<file path="src/solr_pkg.sv">
package solr_pkg;

   // Default configuration of the list.
   localparam int DEPTH_DEF    = 16;
   localparam int ID_WIDTH_DEF = 16;

   // Fixed widths of the transaction fields.
   localparam int ACTION_W   = 3;
   localparam int ITEM_ID_W  = 16;
   localparam int POSITION_W = 4;
   localparam int STATUS_W   = 2;
   localparam int ENTRY_W    = 16;
   localparam int COUNT_W    = 5;

   // Action codes.
   localparam logic [ACTION_W-1:0] ACT_APPEND    = 3'd0;
   localparam logic [ACTION_W-1:0] ACT_TO_TOP    = 3'd1;
   localparam logic [ACTION_W-1:0] ACT_TO_BOTTOM = 3'd2;
   localparam logic [ACTION_W-1:0] ACT_STEP_UP   = 3'd3;
   localparam logic [ACTION_W-1:0] ACT_STEP_DOWN = 3'd4;
   localparam logic [ACTION_W-1:0] ACT_READ      = 3'd5;

   // Status codes.
   localparam logic [STATUS_W-1:0] ST_OK        = 2'd0;
   localparam logic [STATUS_W-1:0] ST_NOT_FOUND = 2'd1;
   localparam logic [STATUS_W-1:0] ST_FULL      = 2'd2;
   localparam logic [STATUS_W-1:0] ST_BAD_POS   = 2'd3;

   // Commands from the controller to the datapath.
   typedef struct packed {
      logic                load;
      logic                append;
      logic                set_status;
      logic [STATUS_W-1:0] status_code;
      logic                rd_pos;
      logic                take_entry;
      logic                scan_init;
      logic                scan_rd;
      logic                scan_next;
      logic                shift_rd;
      logic                shift_wr;
      logic                final_wr;
   } solr_cmd_type;

   // Status from the datapath to the controller.
   typedef struct packed {
      logic [ACTION_W-1:0] action;
      logic                full;
      logic                empty;
      logic                pos_bad;
      logic                match;
      logic                scan_last;
      logic                more;
      logic                single;
   } solr_stat_type;

endpackage

</file>
<file path="src/solr_if.sv">
// Request channel: one action per transaction.
interface solr_req_if import solr_pkg::*; ();
   logic                  valid;
   logic                  ready;
   logic [ACTION_W-1:0]   action;
   logic [ITEM_ID_W-1:0]  item_id;
   logic [POSITION_W-1:0] position;

   modport source (output valid, output action, output item_id, output position,
                   input ready);
   modport sink (input valid, input action, input item_id, input position,
                 output ready);
endinterface

// Response channel: one result per request.
interface solr_rsp_if import solr_pkg::*; ();
   logic                valid;
   logic                ready;
   logic [STATUS_W-1:0] status;
   logic [ENTRY_W-1:0]  entry;
   logic [COUNT_W-1:0]  entry_count;

   modport source (output valid, output status, output entry, output entry_count,
                   input ready);
   modport sink (input valid, input status, input entry, input entry_count,
                 output ready);
endinterface

</file>
<file path="src/solr_ram.sv">
module solr_ram #(
   parameter int WIDTH = 16,
   parameter int DEPTH = 16
) (
   input  logic                     clock,
   input  logic                     wr_en,
   input  logic [$clog2(DEPTH)-1:0] wr_addr,
   input  logic [WIDTH-1:0]         wr_data,
   input  logic                     rd_en,
   input  logic [$clog2(DEPTH)-1:0] rd_addr,
   output logic [WIDTH-1:0]         rd_data
);

   logic [WIDTH-1:0] mem_ff [DEPTH];
   logic [WIDTH-1:0] rd_data_ff;

   // One write port and one registered read port.
   always_ff @(posedge clock) begin
      if (wr_en) begin
         mem_ff[wr_addr] <= wr_data;
      end
      if (rd_en) begin
         rd_data_ff <= mem_ff[rd_addr];
      end
   end

   assign rd_data = rd_data_ff;

endmodule

</file>
<file path="src/solr_ctrl.sv">
module solr_ctrl import solr_pkg::*; (
   input  logic          clock,
   input  logic          reset,
   input  logic          req_valid,
   output logic          req_ready,
   output logic          rsp_valid,
   input  logic          rsp_ready,
   input  solr_stat_type stat,
   output solr_cmd_type  cmd
);

   typedef enum logic [8:0] {
      IDLE       = 9'b000000001,
      DISPATCH   = 9'b000000010,
      SEARCH_RD  = 9'b000000100,
      SEARCH_CMP = 9'b000001000,
      MOVE_CHK   = 9'b000010000,
      MOVE_WR    = 9'b000100000,
      FINAL      = 9'b001000000,
      READ_WAIT  = 9'b010000000,
      RESPOND    = 9'b100000000
   } state_type;

   state_type state_ff;
   state_type state_in;

   // Next state and the commands issued in each state.
   always_comb begin
      state_in = state_ff;
      cmd      = '0;
      case (state_ff)
         IDLE: begin
            if (req_valid) begin
               cmd.load = 1'b1;
               state_in = DISPATCH;
            end
         end
         DISPATCH: begin
            case (stat.action)
               ACT_APPEND: begin
                  if (stat.full) begin
                     cmd.set_status  = 1'b1;
                     cmd.status_code = ST_FULL;
                  end else begin
                     cmd.append = 1'b1;
                  end
                  state_in = RESPOND;
               end
               ACT_READ: begin
                  if (stat.pos_bad) begin
                     cmd.set_status  = 1'b1;
                     cmd.status_code = ST_BAD_POS;
                     state_in        = RESPOND;
                  end else begin
                     cmd.rd_pos = 1'b1;
                     state_in   = READ_WAIT;
                  end
               end
               ACT_TO_TOP, ACT_TO_BOTTOM, ACT_STEP_UP, ACT_STEP_DOWN: begin
                  if (stat.empty) begin
                     cmd.set_status  = 1'b1;
                     cmd.status_code = ST_NOT_FOUND;
                     state_in        = RESPOND;
                  end else begin
                     cmd.scan_init = 1'b1;
                     state_in      = SEARCH_RD;
                  end
               end
               default: begin
                  state_in = RESPOND;
               end
            endcase
         end
         SEARCH_RD: begin
            cmd.scan_rd = 1'b1;
            state_in    = SEARCH_CMP;
         end
         SEARCH_CMP: begin
            if (stat.match) begin
               state_in = MOVE_CHK;
            end else if (stat.scan_last) begin
               cmd.set_status  = 1'b1;
               cmd.status_code = ST_NOT_FOUND;
               state_in        = RESPOND;
            end else begin
               cmd.scan_next = 1'b1;
               state_in      = SEARCH_RD;
            end
         end
         MOVE_CHK: begin
            if (stat.more) begin
               cmd.shift_rd = 1'b1;
               state_in     = MOVE_WR;
            end else begin
               state_in = FINAL;
            end
         end
         MOVE_WR: begin
            cmd.shift_wr = 1'b1;
            state_in     = stat.single ? FINAL : MOVE_CHK;
         end
         FINAL: begin
            cmd.final_wr = 1'b1;
            state_in     = RESPOND;
         end
         READ_WAIT: begin
            cmd.take_entry = 1'b1;
            state_in       = RESPOND;
         end
         RESPOND: begin
            if (rsp_ready) begin
               state_in = IDLE;
            end
         end
         default: begin
            state_in = IDLE;
         end
      endcase
   end

   always_ff @(posedge clock) begin
      if (reset) begin
         state_ff <= IDLE;
      end else begin
         state_ff <= state_in;
      end
   end

   assign req_ready = (state_ff == IDLE);
   assign rsp_valid = (state_ff == RESPOND);

endmodule

</file>
<file path="src/solr_dpath.sv">
module solr_dpath import solr_pkg::*; #(
   parameter int DEPTH    = DEPTH_DEF,
   parameter int ID_WIDTH = ID_WIDTH_DEF
) (
   input  logic                  clock,
   input  logic                  reset,
   input  logic [ACTION_W-1:0]   req_action,
   input  logic [ITEM_ID_W-1:0]  req_item_id,
   input  logic [POSITION_W-1:0] req_position,
   input  solr_cmd_type          cmd,
   output solr_stat_type         stat,
   output logic [STATUS_W-1:0]   rsp_status,
   output logic [ENTRY_W-1:0]    rsp_entry,
   output logic [COUNT_W-1:0]    rsp_entry_count
);

   localparam int ADDR_W = $clog2(DEPTH);
   localparam int CNT_W  = $clog2(DEPTH + 1);
   localparam int CMP_W  = (CNT_W > POSITION_W) ? CNT_W : POSITION_W;

   logic [ACTION_W-1:0]   action_ff, action_in;
   logic [ID_WIDTH-1:0]   id_ff, id_in;
   logic [POSITION_W-1:0] pos_ff, pos_in;
   logic [CNT_W-1:0]      count_ff, count_in;
   logic [ADDR_W-1:0]     idx_ff, idx_in;
   logic [STATUS_W-1:0]   status_ff, status_in;
   logic [ENTRY_W-1:0]    entry_ff, entry_in;

   logic                  scan_down;
   logic                  shift_up;
   logic [CNT_W-1:0]      idx_inc;
   logic [ADDR_W-1:0]     idx_up;
   logic [ADDR_W-1:0]     idx_dn;
   logic                  at_top;
   logic                  at_bottom;

   logic                  wr_en;
   logic [ADDR_W-1:0]     wr_addr;
   logic [ID_WIDTH-1:0]   wr_data;
   logic                  rd_en;
   logic [ADDR_W-1:0]     rd_addr;
   logic [ID_WIDTH-1:0]   rd_data;

   // Search runs downward only for a move to the bottom; shifts run upward
   // for a move to the top and a step up.
   assign scan_down = (action_ff == ACT_TO_BOTTOM);
   assign shift_up  = (action_ff == ACT_TO_TOP) || (action_ff == ACT_STEP_UP);

   // Neighbor indexes and the edges of the occupied range.
   assign idx_inc   = CNT_W'(idx_ff) + CNT_W'(1);
   assign idx_up    = idx_ff + ADDR_W'(1);
   assign idx_dn    = idx_ff - ADDR_W'(1);
   assign at_top    = (idx_inc >= count_ff);
   assign at_bottom = (idx_ff == '0);

   // Status toward the controller.
   always_comb begin
      stat           = '0;
      stat.action    = action_ff;
      stat.full      = (count_ff == CNT_W'(DEPTH));
      stat.empty     = (count_ff == '0);
      stat.pos_bad   = (CMP_W'(pos_ff) >= CMP_W'(count_ff));
      stat.match     = (rd_data == id_ff);
      stat.scan_last = scan_down ? at_bottom : at_top;
      stat.more      = shift_up ? !at_top : !at_bottom;
      stat.single    = (action_ff == ACT_STEP_UP) || (action_ff == ACT_STEP_DOWN);
   end

   // Store port selection.
   always_comb begin
      wr_en   = cmd.append || cmd.shift_wr || cmd.final_wr;
      wr_addr = cmd.append ? ADDR_W'(count_ff) : idx_ff;
      wr_data = cmd.shift_wr ? rd_data : id_ff;
      rd_en   = cmd.rd_pos || cmd.scan_rd || cmd.shift_rd;
      if (cmd.rd_pos) begin
         rd_addr = ADDR_W'(pos_ff);
      end else if (cmd.shift_rd) begin
         rd_addr = shift_up ? idx_up : idx_dn;
      end else begin
         rd_addr = idx_ff;
      end
   end

   // Next values of the working registers.
   always_comb begin
      action_in = action_ff;
      id_in     = id_ff;
      pos_in    = pos_ff;
      count_in  = count_ff;
      idx_in    = idx_ff;
      status_in = status_ff;
      entry_in  = entry_ff;
      if (cmd.load) begin
         action_in = req_action;
         id_in     = ID_WIDTH'(req_item_id);
         pos_in    = req_position;
         status_in = ST_OK;
         entry_in  = '0;
      end
      if (cmd.append) begin
         count_in = count_ff + CNT_W'(1);
      end
      if (cmd.set_status) begin
         status_in = cmd.status_code;
      end
      if (cmd.take_entry) begin
         entry_in = ENTRY_W'(rd_data);
      end
      if (cmd.scan_init) begin
         idx_in = scan_down ? ADDR_W'(count_ff - CNT_W'(1)) : '0;
      end
      if (cmd.scan_next) begin
         idx_in = scan_down ? idx_dn : idx_up;
      end
      if (cmd.shift_wr) begin
         idx_in = shift_up ? idx_up : idx_dn;
      end
   end

   always_ff @(posedge clock) begin
      if (reset) begin
         count_ff <= '0;
      end else begin
         count_ff <= count_in;
      end
   end

   always_ff @(posedge clock) begin
      action_ff <= action_in;
      id_ff     <= id_in;
      pos_ff    <= pos_in;
      idx_ff    <= idx_in;
      status_ff <= status_in;
      entry_ff  <= entry_in;
   end

   // Order store.
   solr_ram #(
      .WIDTH (ID_WIDTH),
      .DEPTH (DEPTH)
   ) u_store (
      .clock   (clock),
      .wr_en   (wr_en),
      .wr_addr (wr_addr),
      .wr_data (wr_data),
      .rd_en   (rd_en),
      .rd_addr (rd_addr),
      .rd_data (rd_data)
   );

   assign rsp_status      = status_ff;
   assign rsp_entry       = entry_ff;
   assign rsp_entry_count = COUNT_W'(count_ff);

endmodule

</file>
<file path="src/stacking_order_list_reorder_unit.sv">
// Stacking order list with move-to-front style reordering.
// The req_chan channel carries one action per transaction: append, move to
// top, move to bottom, step up, step down or read at a position. The rsp_chan
// channel returns exactly one result per request with a status, the entry read
// and the entry count after the action. Both channels use valid and ready.
// The block works on one request at a time: a request is taken only when the
// previous result has been handed over. An append, an error found at once or an
// unused action is settled in the dispatch state; a read adds a wait state for
// the registered store read. A move searches the store entry by entry, with a
// read and then a compare for each, shifts entries one by one, with a read and
// then a write for each, and ends with a final write of the moved identifier.
// Search and shift together cover at most DEPTH entries. The next request is
// taken once the block is back in idle after the result has been taken.
// Reset empties the list; the store contents are not cleared, since only
// entries below the count are ever read. While the receiver holds rsp ready
// low, the result stays on the channel unchanged and no new request is taken.
module stacking_order_list_reorder_unit import solr_pkg::*; #(
   parameter int DEPTH    = DEPTH_DEF,
   parameter int ID_WIDTH = ID_WIDTH_DEF
) (
   input logic         clock,
   input logic         reset,
   solr_req_if.sink    req_chan,
   solr_rsp_if.source  rsp_chan
);

   solr_cmd_type  cmd;
   solr_stat_type stat;

   // Sequencer.
   solr_ctrl u_ctrl (
      .clock     (clock),
      .reset     (reset),
      .req_valid (req_chan.valid),
      .req_ready (req_chan.ready),
      .rsp_valid (rsp_chan.valid),
      .rsp_ready (rsp_chan.ready),
      .stat      (stat),
      .cmd       (cmd)
   );

   // Store, index and result registers.
   solr_dpath #(
      .DEPTH    (DEPTH),
      .ID_WIDTH (ID_WIDTH)
   ) u_dpath (
      .clock           (clock),
      .reset           (reset),
      .req_action      (req_chan.action),
      .req_item_id     (req_chan.item_id),
      .req_position    (req_chan.position),
      .cmd             (cmd),
      .stat            (stat),
      .rsp_status      (rsp_chan.status),
      .rsp_entry       (rsp_chan.entry),
      .rsp_entry_count (rsp_chan.entry_count)
   );

   // A request is never taken while a result is pending.
   a_no_overlap: assert property (@(posedge clock) disable iff (reset)
      !(req_chan.ready && rsp_chan.valid))
      else $error("request taken while a result is pending");

   // Any error result carries a zero entry.
   a_err_entry: assert property (@(posedge clock) disable iff (reset)
      (rsp_chan.valid && rsp_chan.status != ST_OK) |-> (rsp_chan.entry == '0))
      else $error("error result carries a nonzero entry");

   // A full report comes only with a full list.
   a_full_count: assert property (@(posedge clock) disable iff (reset)
      (rsp_chan.valid && rsp_chan.status == ST_FULL)
         |-> (rsp_chan.entry_count == COUNT_W'(DEPTH)))
      else $error("full status with a list that is not full");

   // Issuing a store write and a search step together is a sequencing slip.
   a_cmd_excl: assert property (@(posedge clock) disable iff (reset)
      $countones({cmd.append, cmd.shift_wr, cmd.final_wr, cmd.scan_rd}) <= 1)
      else $error("conflicting store commands");

endmodule

</file>
<file path="src/flat_wrapper.sv">
// flat-port wrapper written by rule: the top's interface ports become plain ports
module stacking_order_list_reorder_unit_flat import solr_pkg::*;
#(
   parameter int DEPTH    = DEPTH_DEF,
   parameter int ID_WIDTH = ID_WIDTH_DEF
)
  (clock, reset, req_chan_valid, req_chan_action, req_chan_item_id, req_chan_position, req_chan_ready, rsp_chan_valid, rsp_chan_status, rsp_chan_entry, rsp_chan_entry_count, rsp_chan_ready);
  solr_req_if req_chan_i ();
  solr_rsp_if rsp_chan_i ();
  input logic clock;
  input logic reset;
  input wire logic [$bits(req_chan_i.valid)-1:0] req_chan_valid;
  input wire logic [$bits(req_chan_i.action)-1:0] req_chan_action;
  input wire logic [$bits(req_chan_i.item_id)-1:0] req_chan_item_id;
  input wire logic [$bits(req_chan_i.position)-1:0] req_chan_position;
  output wire logic [$bits(req_chan_i.ready)-1:0] req_chan_ready;
  output wire logic [$bits(rsp_chan_i.valid)-1:0] rsp_chan_valid;
  output wire logic [$bits(rsp_chan_i.status)-1:0] rsp_chan_status;
  output wire logic [$bits(rsp_chan_i.entry)-1:0] rsp_chan_entry;
  output wire logic [$bits(rsp_chan_i.entry_count)-1:0] rsp_chan_entry_count;
  input wire logic [$bits(rsp_chan_i.ready)-1:0] rsp_chan_ready;
  assign req_chan_i.valid = req_chan_valid;
  assign req_chan_i.action = req_chan_action;
  assign req_chan_i.item_id = req_chan_item_id;
  assign req_chan_i.position = req_chan_position;
  assign req_chan_ready = req_chan_i.ready;
  assign rsp_chan_valid = rsp_chan_i.valid;
  assign rsp_chan_status = rsp_chan_i.status;
  assign rsp_chan_entry = rsp_chan_i.entry;
  assign rsp_chan_entry_count = rsp_chan_i.entry_count;
  assign rsp_chan_i.ready = rsp_chan_ready;
  stacking_order_list_reorder_unit #(.DEPTH(DEPTH), .ID_WIDTH(ID_WIDTH)) u_core (.clock(clock), .reset(reset), .req_chan(req_chan_i), .rsp_chan(rsp_chan_i));
endmodule
</file>
<file path="config.mk">
export PLATFORM = sky130hd
export DESIGN_NAME = stacking_order_list_reorder_unit_flat
export DESIGN_NICKNAME = d
export VERILOG_FILES = /design/src/solr_pkg.sv /design/src/solr_if.sv /design/src/solr_ram.sv /design/src/solr_ctrl.sv /design/src/solr_dpath.sv /design/src/stacking_order_list_reorder_unit.sv /design/src/flat_wrapper.sv
export SDC_FILE = /design/constraint.sdc
export NUM_CORES = 1
export LEC_CHECK = 0
export BUFFER_PORTS_ARGS = -buffer_cell sky130_fd_sc_hd__buf_2
export CORE_MARGIN = 1.5
export CORE_UTILIZATION = 55
export DETAILED_ROUTE_END_ITERATION = 16
export GPL_TIMING_DRIVEN = 0
export PLACE_DENSITY = 0.68
export SLEW_MARGIN = 20
export SYNTH_ARGS = -nofsm -noshare
export SYNTH_HDL_FRONTEND = slang
export SYNTH_SLANG_ARGS = --single-unit
</file>
<file path="constraint.sdc">
create_clock -name clock -period 4.8 [get_ports clock]
set_input_delay 0.24 -clock clock [delete_from_list [all_inputs] [get_ports clock]]
set_output_delay 0.24 -clock clock [all_outputs]
set_load 0.02 [all_outputs]
</file>
==> impl_results.md <==
- Status: finished, final reports clean
- CP max FO: 10
- Seq/Total Area, Yosys: 70.78%
- Ys Warns: 0
- Hold Path Class: in2reg
- Fraction of registers with async set/reset: 0%
- Fmax: 0.2185 GHz
- Final Skew: 0.01695 ns
- CTS Sinks: 331
- Top_reg_cell synth: edfxtp_1
- # rows: 57
- Largest family of logic cells by synthesized area: multiplexers
- Sequential power share: 53.4%
- Crit. End Element: flip-flop
- Worst-Skew Late Latency: 0.51 ns
- Synthesized instance count: 911
- Setup Fix Bufs, Post-CTS: 0
- Core area: 0.02453 mm^2
- Max transition margin: 28.65%
- Final nets: 1,073
- Initial antenna violation count: 1
- Area growth, synth to finish: 15.79%
- Adder-Cell Fraction of Synth Area: 1.265%
- Top Ports: 52
- Commonest cells post-synth: edfxtp_1 (317), mux2i_1 (133), nand2_1 (68)
- WP data required: 5.02 ns
- DR vias/cell: 5.657
- Syn_nets: 952
- Antenna Cells: 0
- Vias in the first global route: 7,506
- Leakage: 5.792 nW
- Max Slew Vio Count: 0
- Clock transition at the registers of the reported paths: 0.06 ns
- Max Cap Viol: 0
- GRT Total Usage: 21.46%
- Cts bufs inserted: 35
- DR WL/cell: 19.82 um
- Post-layout util: 65.34%
- IO Port Bufs: 51
- CTS tree: yes
- Fin worst setup slack: 0.2236 ns
- Initial Util: 56.43%
- Clock network power share: 43.7%
- Final Hold Viols: 0
- Final Wtd Congestion: 0.8228
- Largest cells by area after synthesis: edfxtp_1 (69%), mux2i_1 (9.6%), o22ai_1 (2.9%)
- Chip height: 161.7 um
- Syn Area/Cell: 15.20 um^2
- Number of synthesized flops with an enable pin: 317
- Netlist cell types: 63
- Count leader, synth: edfxtp_1
- #FFs+latches synth: 331
- Layout cells sized above 1: 15.61%
- Post-DRT Antenna Nets: 0
- Fin crit period: 4.576 ns
- CP Class: reg2reg
- Internal power: 0.004846 W
- Psw: 0.001179 W
- Combinational share of power: 2.9%
- Global-route wire length before repair: 42,280 um
- Die Wd: 161.7 um
- RSZ-0062 raised after global routing: false
- Worst path arrival time: 4.80 ns
- Largest net degree at the start of global routing: 26
- Total die area: 0.02613 mm^2
- Cell Area, Synth: 0.01384 mm^2
- Post-Route Setup TNS: 0 ns
- DRC Markers: 0
- Multiplexer share of the synthesized area: 9.860%
- Grt ovf: 0
- Dpl ws: 0.2550 ns
- # setup viols final: 0
- Largest area contributor in the netlist: edfxtp_1
- Post-synthesis xor/xnor area fraction: 2.088%
- Simple-gate share of the synthesized area: 8.089%
- Via Count: 7,812
- Top-area cell type share of the netlist area: 68.76%
- CTS root buffer: clkbuf_16
- Routed WL: 27,370 um
- Worst-margin pin slew: 1.069 ns
- H-tree levels: 2
- DR iter-0 viols: 663
- Post-synthesis compound-gate area fraction: 5.820%
- First-pass DRT Iterations: 5
- Period utilisation layout: 95.34%
- Worst Setup Start Kind: flip-flop
- Placed cell area: 0.01464 mm^2
- Switching share of power: 19.57%
- Cell area after layout: 0.01603 mm^2
- Pwr Density: 375.9 mW/mm^2
- Maximum vdd ir drop: 313.7 uV
- Post-DP HPWL: 19,590 um
- CTS Buffer Depth: 3
==> what timing repair did <==
action | 4_1_cts | 5_1_grt
gates resized for setup | 0 | 0
hold buffers | 25 | 0
hold endpoints to repair | 25 | 0
==> sequential cells by signal, summed over array words and instances, names as in the netlist <==
name,count
u_core.u_dpath.action_ff,3
u_core.u_dpath.u_store.rd_data,16
u_core.u_dpath.idx_ff,4
u_core.u_dpath.id_ff,16
u_core.u_dpath.rsp_status,2
u_core.u_dpath.pos_ff,4
u_core.u_dpath.rsp_entry_count,5
u_core.u_dpath.u_store.mem_ff,256
u_core.u_ctrl.state_ff,9
u_core.u_dpath.rsp_entry,16
==> through the flow <==
step	power, W	std cells	hold WS [ns]
global placement	0.003430	1286	0.4160
finish	0.006025	1381	0.2487
detailed placement	0.003434	1294	0.4185
floorplan	0.003369	911	0.3091
global route	0.006197	1381	0.3252
CTS	0.006067	1381	0.2390
==> critical path: stages (launching register included) <==
cell and delay, ns:
dfxtp_1 0.32, clkbuf_1 0.30, inv_1 0.22, ha_1 0.32, o21ai_0 0.07, o21a_1 0.22
o311ai_1 0.60, buf_2 0.36, nor2_1 0.06, a21oi_1 0.18, buf_2 0.26, buf_2 0.36
mux2i_1 0.28, o22ai_1 0.13, or4_1 0.61
==> final cells by class <==
class | count | area, um^2
plain buffers | 45 | 241.5
clock buffers | 40 | 915.9
clock inverters | 22 | 221.5
fillers | 1714 | 8503
inverters | 13 | 48.80
multi-input cells | 522 | 3795
flip-flops and latches | 331 | 9799
well taps | 324 | 405.4
repair buffers | 84 | 603.1
==> path summary, 6_finish.rpt <==
kind / start / endpoint / slack (ns) / cells after the start
worst max-delay path: u_core.u_dpath.rsp_entry_count[2] / u_core.u_dpath.u_store.rd_data[9] / 0.22 / 14
worst min-delay path: rsp_chan_ready / u_core.u_ctrl.state_ff[0] / 0.25 / 5
worst max register to register: u_core.u_dpath.rsp_entry_count[2] / u_core.u_dpath.u_store.rd_data[9] / 0.22 / 14
worst min register to register: u_core.u_ctrl.state_ff[2] / u_core.u_ctrl.state_ff[3] / 0.59 / 2
==> power by group through the flow <==
stage,Sequential [W],Combinational (W),Clock (W)
final,0.00322,0.000176,0.00263
after global routing,0.00322,0.000194,0.00279
after CTS,0.00322,0.000176,0.00268
after detailed placement,0.00327,0.000159,0
after global placement,0.00327,0.000155,0
after floorplan,0.00328,0.0000862,0
==> layout by cell type (no fill, tap or decap), types with 5 or more instances in the layout <==
cell and instances:
or4_1 16, nor2_1 38, mux2i_1 133, a21oi_1 10, o22ai_1 65, nand4_1 5
edfxtp_1 317, clkbuf_16 36, clkinv_1 10, nor3_1 14, and2_1 18, nand3_1 8
buf_6 9, inv_1 12, o21ai_0 11, xor2_1 5, dlygate4sd3_1 25, ha_1 14
nand2b_1 6, clkbuf_1 22, xnor2_1 28, nand2_1 68, dfxtp_1 14, a31oi_1 11
buf_2 69, nor2_2 16
==> layer usage <==
layer  share of wire, %  global-route usage, %  up-vias
met3                6.6                  3.422       52
li1                   -                      -     3759
met5              0.029                      0        -
met4                2.0                  5.630        2
met2                 44                  33.01      257
met1                 47                  32.26     3742
==> cell families (layout without fill, tap and decap cells) <==
| logic type | Yosys count | in the layout |
|---|---|---|
| flip-flops | 331 | 331 |
| AND/OR/NAND/NOR | 218 | 218 |
| multiplexers | 136 | 136 |
| AO/OA/AOI/OAI | 121 | 121 |
| buffers and inverters | 58 | 204 |
| XOR/XNOR | 33 | 33 |
| adder cells (fa/ha/maj) | 14 | 14 |
Power figures use the tool's default switching activity.
